File: config.mk
export PLATFORM = sky130hd
export DESIGN_NAME = gtf_ctrl
export DESIGN_NICKNAME = d
export VERILOG_FILES = /design/src/gtf_pkg.sv /design/src/gtf_ctrl.sv
export SDC_FILE = /design/constraint.sdc
export NUM_CORES = 1
export LEC_CHECK = 0
export BUFFER_PORTS_ARGS = -buffer_cell sky130_fd_sc_hd__buf_2
export CORE_AREA = 2 2 39 41
export CTS_CLUSTER_SIZE = 25
export DETAILED_ROUTE_END_ITERATION = 8
export DIE_AREA = 0 0 41 43
export GPL_TIMING_DRIVEN = 0
export PLACE_DENSITY = 0.37
export SLEW_MARGIN = 20
export SYNTH_ARGS = -nofsm -noshare
export SYNTH_HDL_FRONTEND = slang
export SYNTH_SLANG_ARGS = --single-unit
File: constraint.sdc
create_clock -name clk_i -period 1.85 [get_ports clk_i]
set_input_delay 0.2775 -clock clk_i [delete_from_list [all_inputs] [get_ports clk_i]]
set_output_delay 0.2775 -clock clk_i [all_outputs]
set_load 0.02 [all_outputs]
File: src/gtf_pkg.sv
// Package for the grouped team FIFO: status codes, item kinds and control types.
// No dependencies.
`timescale 1ns / 1ps
package gtf_pkg;
  typedef enum logic [1:0] {
    KIND_DEFINE  = 2'd0,
    KIND_ENQUEUE = 2'd1,
    KIND_DEQUEUE = 2'd2,
    KIND_NONE    = 2'd3
  } kind_e;

  localparam logic [2:0] ST_OK      = 3'd0;
  localparam logic [2:0] ST_DEQ     = 3'd1;
  localparam logic [2:0] ST_EMPTY   = 3'd2;
  localparam logic [2:0] ST_FULL    = 3'd3;
  localparam logic [2:0] ST_UNKNOWN = 3'd4;

  typedef struct packed {
    logic search;
    logic execute;
  } gtf_cmd_t;

  typedef struct packed {
    logic rd_wait;
  } gtf_stat_t;
endpackage

File: src/gtf_ctrl.sv
// Controller state machine of the grouped team FIFO.
// Depends on gtf_pkg.
`timescale 1ns / 1ps
module gtf_ctrl import gtf_pkg::*; (
  input  logic      clk_i,
  input  logic      rst_ni,
  input  logic      start,
  input  gtf_stat_t stat_i,
  output gtf_cmd_t  cmd_o,
  output logic      busy,
  output logic      strobe_o
);
  typedef enum logic [3:0] {
    S_IDLE  = 4'b0001,
    S_LOOK  = 4'b0010,
    S_EXEC  = 4'b0100,
    S_READ  = 4'b1000
  } state_e;

  state_e state_q, state_d;
  logic   strobe_q, strobe_d;

  always_comb begin
    state_d  = state_q;
    strobe_d = 1'b0;
    cmd_o    = '0;
    case (state_q)
      S_IDLE: begin
        if (start) begin
          cmd_o.search = 1'b1;
          state_d = S_LOOK;
        end
      end
      S_LOOK: begin
        state_d = S_EXEC;
      end
      S_EXEC: begin
        cmd_o.execute = 1'b1;
        if (stat_i.rd_wait) begin
          state_d = S_READ;
        end else begin
          strobe_d = 1'b1;
          state_d  = S_IDLE;
        end
      end
      S_READ: begin
        strobe_d = 1'b1;
        state_d  = S_IDLE;
      end
      default: state_d = S_IDLE;
    endcase
  end

  always_ff @(posedge clk_i or negedge rst_ni) begin
    if (!rst_ni) begin
      state_q  <= S_IDLE;
      strobe_q <= 1'b0;
    end else begin
      state_q  <= state_d;
      strobe_q <= strobe_d;
    end
  end

  assign busy     = (state_q != S_IDLE);
  assign strobe_o = strobe_q;

  a_exec_after_look: assert property (@(posedge clk_i) disable iff (!rst_ni)
    state_q == S_LOOK |=> state_q == S_EXEC) else $error("look not followed by exec");
  a_strobe_ends: assert property (@(posedge clk_i) disable iff (!rst_ni)
    strobe_q |-> state_q == S_IDLE) else $error("strobe while busy");
  a_read_strobe: assert property (@(posedge clk_i) disable iff (!rst_ni)
    state_q == S_READ |=> strobe_q) else $error("read without result");
endmodule

Word level (Yosys, flattened, before mapping)
Index checks and enable logic that the tools add are counted.
{"block": "word_totals", "register_bits": 5, "latch_bits": 0, "ram_bits": 0, "rom_bits": 0, "in_bits": 4, "out_inout_bits": 4, "word_cells": 16, "n_memories": 0}
{"block": "op_classes", "n_addsub": 0, "multipliers": 0, "div": 0, "magnitude_cmp": 0, "eq_ne": 6, "shift": 0, "mux": 8, "bitwise": 0, "reduce_logical": 0}
{"cell": "4-bit one-hot mux with 3 select lines", "count": 1}
{"cell": "4-bit 2-to-1 mux", "count": 2}
{"cell": "4-bit by 1-bit equality test with 1-bit output, second input constant", "count": 1}
{"cell": "4-bit by 2-bit equality test with 1-bit output, second input constant", "count": 1}
{"cell": "4-bit by 3-bit equality test with 1-bit output, second input constant", "count": 1}
{"cell": "4-bit equality test, second input constant", "count": 1}
{"cell": "1-bit 2-to-1 mux", "count": 4}
{"cell": "4-bit by 1-bit != test with 1-bit output, second input constant", "count": 1}
{"cell": "2-bit != test, second input constant", "count": 1}
{"cell": "1-bit one-hot mux with 2 select lines", "count": 1}

Depth between registers and ports, before layout
Gate-level depths: netlist of the first run.
{"block": "logic_depth", "ltp_word": 2, "ltp_mapped": 3, "ltp_nobuf": 3}

Worst setup path before layout of the first run
No wires, ideal clock.
{"block": "synth_path", "path_type": "register to output", "from": "register state_q[0]", "to": "output port cmd_o[1] (netlist bit)", "arrival_time_ns": 1.248, "required_ns": 1.572, "slack_ns": 0.325, "path_stages_with_launch": 3, "path_buffers": 0, "path_cell_list": "dfstp_2 -> or4b_4 -> nor2_4"}
{"element": "start: declaration", "line_no": "gtf_ctrl.sv:20", "text": "state_e state_q, state_d;"}
{"element": "start signal: assignment", "line_no": "gtf_ctrl.sv:59", "text": "state_q <= state_d;"}
{"element": "end: declaration", "line_no": "gtf_ctrl.sv:9", "text": "output gtf_cmd_t cmd_o,"}

==> impl_metrics.yaml, run 1 <==
power_and_ir_drop:
  power_w: 0.0004987
  total_leakage_power_nw: 0.1595
  powerDensity_nw_per_um2: 1460
  peakVddDrop_mv: 0.3467
timing:
  fin_crit_sh: 0.9676
  worstMarginPinSlew_ns: 0.3067
  fin_crit_ns: 1.790
  setup_viol: 0
  max_slew_margin: 0.7927
  fin_skew_ns: 0.001920
  max_freq_mhz: 558.7
  fin_setup_tns_ns: 0
  slew_violations: 0
  hold_violations: 0
floorplanning:
  pin_count: 8
  die_h_um: 43
  die_w_um: 41
  rows: 14
  die_area_um2: 1763
  initial_utilization: 0.1646
  core_um2: 1384
yosys:
  ys_types: 12
  syn_area_per_cell_um2: 11.99
  yosysWarningCount: 0
  ys_seq_area_frac: 0.5549
  syn_area_um2: 227.7
  synth_nets: 23
  synth.ff_latch_count: 5
  syn_inst: 19
critical_path:
  path_max_fanout: 3
  crit_type: "flip-flop to primary output"
  crit_family: "simple AND/OR/NAND/NOR gates"
  startpoint_type: "flip-flop"
  slowest_delay_ns: 0.52
  worstPathArrival_ns: 1.51
  end_kind: "primary output"
  worstRegToRegCells: 4
  path_depth: 3
  r2r_setup_slack_ns: 0.48
  crit_buf_inv: 1
  crit_path_top_delay_cell: "dfstp_2"
  worstPathRequired_ns: 1.57
  path_cells: "or4b_4, nor2_4, buf_6"
routing:
  drt_iter0_markers: 1
  routed_wl_um: 482
  wl_per_cell_um: 9.837
  ant_nets: 0
  vias: 191
  drc: 0
  avgViaCountPerCell: 3.898
  dr.pass1.iters: 2
final_layout:
  nets: 38
  drive_gt1_frac: 0.5152
  layout_common_cells: "buf_2 (6), nor2_1 (3), clkbuf_4 (3), dfrtp_1 (3)"
  final_common_cell: "buf_2"
  antennaDiodeCount: 0
  postLayoutCoreUtil: 0.2468
  syn_to_final_growth_pct: 50.00
  fill_cells: 150
  fin_area_um2: 341.6
clocking:
  cts-root-buf: "clkbuf_4"
  clock_path_buffers: 2
  worstSkewPairLatency_ns: 0.24
  numCtsBuffers: 3
  cts.htree.levels: 1
  cts_tree: "done"
  clkSinkCount: 5
  clk_transition_reported_paths_ns: 0.04
grt:
  grt_pass1_wl_um: 828
  track_usage: 0.07964
  grt_remaining_overflow: 0
  grt_pass1_vias: 204
  grt_max_degree: 7
  antenna_found_initial: 0
job:
  maxCapViolations: 0
hold_path:
  hold_class: "primary input to flip-flop"
  min_path_cells: 2
placement:
  place.gp.congestion: 0.6779
  io_buffers: 7
  place_area_um2: 282.8
outcome:
  status: "finished clean"
[layer usage]
layer / wire, um / global-route usage
met5: 0 / 0
met4: 8 / 0.1200
met3: 18 / 0.03141
met2: 271 / 0.1094
met1: 184 / 0.06515
[cell type report]
type	count	area, um2	area share
clock buffers	4	26.28	0.07692
multi-input cells	13	97.59	0.2857
inverters	1	3.754	0.01099
repair buffers	10	66.31	0.1941
well taps	16	20.02	0.05861
flip-flops and latches	5	127.6	0.3736
[registers in the layout, summed over array words and instances (netlist names)]
name,cells
strobe_o,1
state_q,4
[cell usage after synthesis]
cell type / n / share of area
mux2i_1: 2 / 0.088
dfstp_2: 1 / 0.12
inv_1: 1 / 0.016
or4b_4: 1 / 0.060
and2_1: 1 / 0.027
nor3_1: 1 / 0.022
dfrtp_1: 4 / 0.44
nor2_4: 1 / 0.049
nand2_1: 1 / 0.016
a21oi_2: 1 / 0.038
nor4b_1: 2 / 0.077
nor2_1: 3 / 0.049
[per-stage QoR]
| step | setup WS [ns] | instances | hold slack (ns) |
|---|---|---|---|
| final | 0.05999 | 49 | 0.2840 |
| after global routing | -0.0009848 | 49 | 0.2642 |
| after CTS | 0.04735 | 48 | 0.2785 |
| after detailed placement | 0.2442 | 42 | 0.09394 |
| after global placement | 0.2464 | 42 | 0.09525 |
| after floorplan | 0.3247 | 19 | -0.01809 |
[kinds of logic after synthesis]
logic type | Yosys count | synth area share
compound gates | 1 | 0.03847
mux | 2 | 0.08792
buf+inv | 1 | 0.01647
simple gates | 10 | 0.3022
flops | 5 | 0.5550
[final timing paths]
kind,startpoint,end
max in group asynchronous,rst_ni,state_q[0]$_DFFE_PN1P_
worst max-delay path,state_q[0]$_DFFE_PN1P_,cmd_o[1]
worst max register to register,state_q[0]$_DFFE_PN1P_,state_q[0]$_DFFE_PN1P_
min in group asynchronous,rst_ni,state_q[2]$_DFFE_PN0P_
worst min-delay path,stat_i,state_q[3]$_DFFE_PN0P_
worst min register to register,state_q[1]$_DFFE_PN0P_,strobe_o$_DFF_PN0_
[power by group]
part | leakage (nW) | total (W) | internal (W) | switching (W)
registers | 0.0637 | 0.000169 | 0.000142 | 0.0000272
logic | 0.0808 | 0.000206 | 0.000106 | 0.000101
clock network | 0.0150 | 0.000123 | 0.0000813 | 0.0000415
total | 0.159 | 0.000499 | 0.000329 | 0.000170
[timing repair]
action                     4_1_cts  5_1_grt
buffers inserted                 1        1
resized for setup                1        2
hold buffers                     1        0
pin swaps                        0        1
hold endpoints to repair         4        0
setup endpoints to repair        1        1
(Power assumes the default switching activity.)
==> run 2, diff against run 1 <==
--- a/config.mk
+++ b/config.mk
@@ -11,7 +11,6 @@
 export DETAILED_ROUTE_END_ITERATION = 8
 export DIE_AREA = 0 0 41 43
 export GPL_TIMING_DRIVEN = 0
-export PLACE_DENSITY = 0.37
 export SLEW_MARGIN = 20
 export SYNTH_ARGS = -nofsm -noshare
 export SYNTH_HDL_FRONTEND = slang
==> run 2 against run 1 <==
  * Register-to-register slack about the same
  * Worst setup slack worse by 0.019 ns
  * Power down 1.3%
  * Sequential power about the same
  * Worst hold slack worse by 0.0068 ns
  * Critical path type unchanged
  * Largest cell class unchanged
  * Maximum frequency down 1.1%
  * Sequential share of layout area up 0.18 points
  * Critical path depth unchanged
  * Sequential cell count unchanged
  * Routed wire length down 8.5%
==> impl_metrics.yaml, run 2 (synthesized netlist as in run 1, its figures left out) <==
outcome:
  status: "finished clean"
grt:
  antenna_found_initial: 0
  grt_remaining_overflow: 0
  grt_max_degree: 7
  track_usage: 0.05847
  grt_pass1_wl_um: 621
  grt_pass1_vias: 149
critical_path:
  worstPathArrival_ns: 1.53
  worstPathRequired_ns: 1.57
  path_max_fanout: 3
  end_kind: "primary output"
  startpoint_type: "flip-flop"
  crit_type: "flip-flop to primary output"
final_layout:
  fill_cells: 153
  fin_area_um2: 336.6
  largest-register: "state_q"
  multi_input_area_um2: 97.59
  layout_common_cells: "buf_2 (6), dfrtp_1 (4), nor2_1 (3), clkbuf_4 (3), buf_4 (3)"
  final_common_cell: "buf_2"
  final-instance-count-excl-fill: 49
  antennaDiodeCount: 0
  largest_reg_flops: 4
  drive_gt1_frac: 0.4848
  register_area_um2: 126.4
  syn_to_final_growth_pct: 47.80
  nets: 38
clocking:
  cts-root-buf: "clkbuf_4"
  clk_transition_reported_paths_ns: 0.04
  clock_path_buffers: 2
  cts.htree.levels: 1
  numCtsBuffers: 3
  cts_tree: "done"
  clkSinkCount: 5
  worstSkewPairLatency_ns: 0.24
routing:
  wl_per_cell_um: 9.000
  ant_nets: 0
  routed_wl_um: 441
  drt_iter0_markers: 0
  dr.pass1.iters: 1
  avgViaCountPerCell: 3.694
  drc: 0
  vias: 181
placement:
  place.gp.congestion: 0.6647
  io_buffers: 7
  dpl.hpwl_um: 310.5
  place_area_um2: 282.8
  numPlacedInstances: 42
timing:
  slew_violations: 0
  timing.hold.ws_ns: 0.2772
  fin_setup_tns_ns: 0
  worstMarginPinSlew_ns: 0.3326
  setup_viol: 0
  fin_crit_ns: 1.809
  fin_skew_ns: 0.002311
  fin_crit_sh: 0.9779
  hold_violations: 0
  max_freq_mhz: 552.8
  max_slew_margin: 0.7751
job:
  maxCapViolations: 0
power_and_ir_drop:
  total_leakage_power_nw: 0.1599
  peakVddDrop_mv: 0.3951
  powerDensity_nw_per_um2: 1462
  power_w: 0.0004920
floorplanning:
  initial_utilization: 0.1646
  pin_count: 8
  die_h_um: 43
  rows: 14
  core_um2: 1384
  die_w_um: 41
  die_area_um2: 1763
hold_path:
  hold_class: "primary input to flip-flop"
## run 2: area by class of cell
cell class                 count  area share
multi-input combinational     13      0.2900
inverter                       1     0.01115
clock buffer                   4     0.07807
tap                           16     0.05948
sequential                     5      0.3755
timing repair buffer          10      0.1859
## run 2: repair_timing
action	4_1_cts	5_1_grt
setup buffers	0	2
endpoints found under the setup margin	1	1
endpoints found under the hold margin	4	0
pin swaps	0	1
hold buffers	1	0
gates resized for setup	1	0
## run 2: metrics by stage
step                      worst slack [ns]    util
after global placement              0.2520  0.2043
after detailed placement            0.2463  0.2043
final                              0.04089  0.2432
after floorplan                     0.3247       -
after global routing             -0.002140  0.2432
after CTS                         0.002918  0.2324
## run 2: path summary, 6_finish.rpt
kind	end	slack, ns	start	cells past startpoint
max	cmd_o[1]	0.04	state_q[0]$_DFFE_PN1P_	3
min	state_q[3]$_DFFE_PN0P_	0.28	stat_i	2
min reg2reg	state_q[2]$_DFFE_PN0P_	0.54	state_q[3]$_DFFE_PN0P_	1
max in group asynchronous	state_q[0]$_DFFE_PN1P_	1.26	rst_ni	2
min in group asynchronous	state_q[1]$_DFFE_PN0P_	0.38	rst_ni	2
max reg2reg	state_q[0]$_DFFE_PN1P_	0.49	state_q[0]$_DFFE_PN1P_	4
## run 2: where the power goes
| part | switching (W) | internal, W | total [W] | leakage, nW |
|---|---|---|---|---|
| Clock | 0.0000450 | 0.0000816 | 0.000127 | 0.0150 |
| Combinational | 0.0000959 | 0.000100 | 0.000196 | 0.0798 |
| Sequential | 0.0000283 | 0.000141 | 0.000169 | 0.0650 |
| Total | 0.000169 | 0.000323 | 0.000492 | 0.160 |
## run 2: critical path: stages (launching register included)
cell	delay [ns]
dfstp_2	0.53
or4b_4	0.49
nor2_4	0.13
buf_4	0.14
## run 2: routing by layer
layer,global-route usage,routed length [um],vias up
met3,0.06283,40,0
met5,0,0,-
met2,0.05000,173,6
li1,-,-,93
met1,0.07818,227,82
met4,0.04000,0,0
==> run 3, diff against run 2 <==
--- a/config.mk
+++ b/config.mk
@@ -5,6 +5,7 @@
 export SDC_FILE = /design/constraint.sdc
 export NUM_CORES = 1
 export LEC_CHECK = 0
+export ABC_AREA = 1
 export BUFFER_PORTS_ARGS = -buffer_cell sky130_fd_sc_hd__buf_2
 export CORE_AREA = 2 2 39 41
 export CTS_CLUSTER_SIZE = 25
==> run 3 against run 2 <==
  * Non-clock buffer count is 2 lower
  * Critical endpoint unchanged
  * Sequential cell count is the same
  * Design area is 1.5% lower
  * Largest power group unchanged
  * Global-route usage rose by 1.8 points
  * Clock power is 3% higher
  * Sequential share of layout area is 0.57 points higher
  * Clock-buffer cell count unchanged
  * Combinational power grew 2%
  * Largest cell class unchanged
  * Worst setup slack improved by 0.26 ns
  * Clock skew decreased by 0.00078 ns
  * Utilization decreased by 0.36 points
  * Synthesized area up 5.5%
==> impl_metrics.yaml, run 3 <==
outcome:
  status: "finished clean"
timing:
  max_freq_mhz: 643.5
  worstMarginPinSlew_ns: 0.1795
  fin_crit_ns: 1.554
  fin_crit_sh: 0.8400
  rsz0062_at_grt: "false"
  fin_skew_ns: 0.001530
  slew_violations: 0
  setup_viol: 0
  fin_ws_ns: 0.2961
  fin_setup_tns_ns: 0
  hold_violations: 0
  timing.hold.ws_ns: 0.2756
  max_slew_margin: 0.8803
routing:
  ant_nets: 0
  vias: 212
  routed_wl_um: 481
  avgViaCountPerCell: 3.719
  dr.pass1.iters: 2
  drt_iter0_markers: 2
  wl_per_cell_um: 8.439
  drc: 0
yosys:
  synth_edf_count: 0
  ys_top_cells_by_area: "dfrtp_1 (42%), dfstp_2 (11%), inv_1 (11%), nand3_1 (10%), nor2_2 (7.8%)"
  ys.flop_type: "dfrtp_1"
  syn_area_per_cell_um2: 8.284
  synthAdderAreaFrac: 0
  synth_top_family_by_area: "simple AND/OR/NAND/NOR gates"
  ys_seq_area_frac: 0.5260
  synth-xor-area-share: 0
  syn_inst: 29
  synth.largest_area_cell: "dfrtp_1"
  synth.ff_latch_count: 5
  syn_area_um2: 240.2
  synth_compound_area_frac: 0
  synth_most_common_cell: "inv_1"
  synth_top_area_frac: 0.4167
  ys_types: 9
  synth_mux_area_frac: 0
  yosys.area_share.simple: 0.3646
  yosysWarningCount: 0
  synth_common_cells: "inv_1 (7), nand3_1 (5), dfrtp_1 (4), nand2_1 (4)"
  synthArstFlopShare: 1.000
  synth_nets: 33
critical_path:
  worstPathRequired_ns: 1.57
  r2r-end: "state_q[0]$_DFFE_PN1P_"
  r2r_setup_slack_ns: 0.86
  crit_family: "flip-flops"
  worstRegToRegCells: 5
  crit_path_top_delay_cell: "dfstp_2"
  crit_type: "flip-flop to primary output"
  slowest_delay_ns: 0.53
  r2r-start: "state_q[0]$_DFFE_PN1P_"
  end_kind: "primary output"
  path_max_fanout: 4
  worstPathArrival_ns: 1.28
  path_cells: "inv_1, nor2_4, nand2_2, nor2_1, buf_2"
  crit_buf_inv: 2
  startpoint_type: "flip-flop"
clocking:
  cts_tree: "done"
  clk_transition_reported_paths_ns: 0.05
  cts-root-buf: "clkbuf_4"
  post_cts_buffers: 0
  numCtsBuffers: 3
  clock_path_buffers: 2
  post_cts_resize_count: 0
  clkSinkCount: 5
  cts.htree.levels: 1
  worstSkewPairLatency_ns: 0.25
power_and_ir_drop:
  peakVddDrop_mv: 0.4123
  powerDensity_nw_per_um2: 1512
  total_leakage_power_nw: 0.2007
final_layout:
  syn_to_final_growth_pct: 38.02
  largest_reg_flops: 4
  fill_cells: 165
  nets: 46
  drive_gt1_frac: 0.3902
  antennaDiodeCount: 0
  largest-register: "state_q"
  layout_common_cells: "inv_1 (7), buf_2 (7), nand3_1 (5)"
  postLayoutCoreUtil: 0.2396
floorplanning:
  initial_utilization: 0.1736
  die_w_um: 41
  pin_count: 8
  die_area_um2: 1763
  core_um2: 1384
  rows: 14
  die_h_um: 43
placement:
  place.gp.congestion: 0.7409
  pre_cts_slack_ns: 0.5634
  io_buffers: 7
hold_path:
  hold_class: "primary input to flip-flop"
  worstHoldEndpoint: "state_q[3]$_DFFE_PN0P_"
  min_path_cells: 3
  min_from: "stat_i"
grt:
  grt_pass1_vias: 212
  grt_max_degree: 6
  grt_remaining_overflow: 0
  track_usage: 0.07654
  antenna_found_initial: 0
  grt_pass1_wl_um: 807
job:
  maxCapViolations: 0
-- run 3: worst max path at each step --
stage / startpoint / endpoint / slack, ns / cells after the start
final: state_q[0]$_DFFE_PN1P_ / cmd_o[1] / 0.30 / 5
after global routing: state_q[0]$_DFFE_PN1P_ / cmd_o[1] / 0.22 / 5
after CTS: state_q[0]$_DFFE_PN1P_ / cmd_o[1] / 0.28 / 5
after detailed placement: state_q[0]$_DFFE_PN1P_ / cmd_o[1] / 0.56 / 5
after global placement: state_q[0]$_DFFE_PN1P_ / cmd_o[1] / 0.58 / 5
after floorplan: state_q[0]$_DFFE_PN1P_ / cmd_o[1] / 0.48 / 4
-- run 3: area by class of cell --
class | count | area [um2] | share of cell area
Timing Repair Buffer | 8 | 45.04 | 0.1358
Inverter | 7 | 26.28 | 0.07925
Multi-Input combinational cell | 17 | 87.58 | 0.2642
Sequential cell | 5 | 126.4 | 0.3811
Clock buffer | 4 | 26.28 | 0.07925
Tap cell | 16 | 20.02 | 0.06038
-- run 3: report_power, final --
group          total, W  switching [W]  leakage (nW)  internal [W]
Combinational  0.000200       0.000129         0.121     0.0000704
Sequential     0.000171      0.0000249        0.0651      0.000146
Clock          0.000131      0.0000493        0.0150     0.0000818
-- run 3: routing by layer --
metal	GRT usage	up-vias	wire, um
met4	0.08000	0	12
met3	0.03141	2	38
met5	0	-	0
li1	-	110	-
met1	0.08442	92	220
met2	0.1000	8	211
-- run 3: cells by family after synthesis --
family        Yosys count
simple gates           17
flops                   5
buf+inv                 7
-- run 3: worst reg2reg max path: cells and delay by family (launching register included) --
kind	cells	cell delay, ns
buffers and inverters	1	0.08
and+or+nand+nor	4	0.31
DFF	1	0.53
-- run 3: repair_timing --
action | in CTS | in global routing
endpoints found under the hold margin | 4 | 0
setup endpoints to repair | 0 | 0
hold buffers | 1 | 0
-- run 3: stage by stage --
step                      std cells  total power (W)  area [um2]
after floorplan                  29        0.0003200       240.2
after global placement           52        0.0003655       295.3
after detailed placement         52        0.0003715       295.3
after CTS                        57        0.0005120       331.6
after global routing             57        0.0005408       331.6
final                            57        0.0005015       331.6
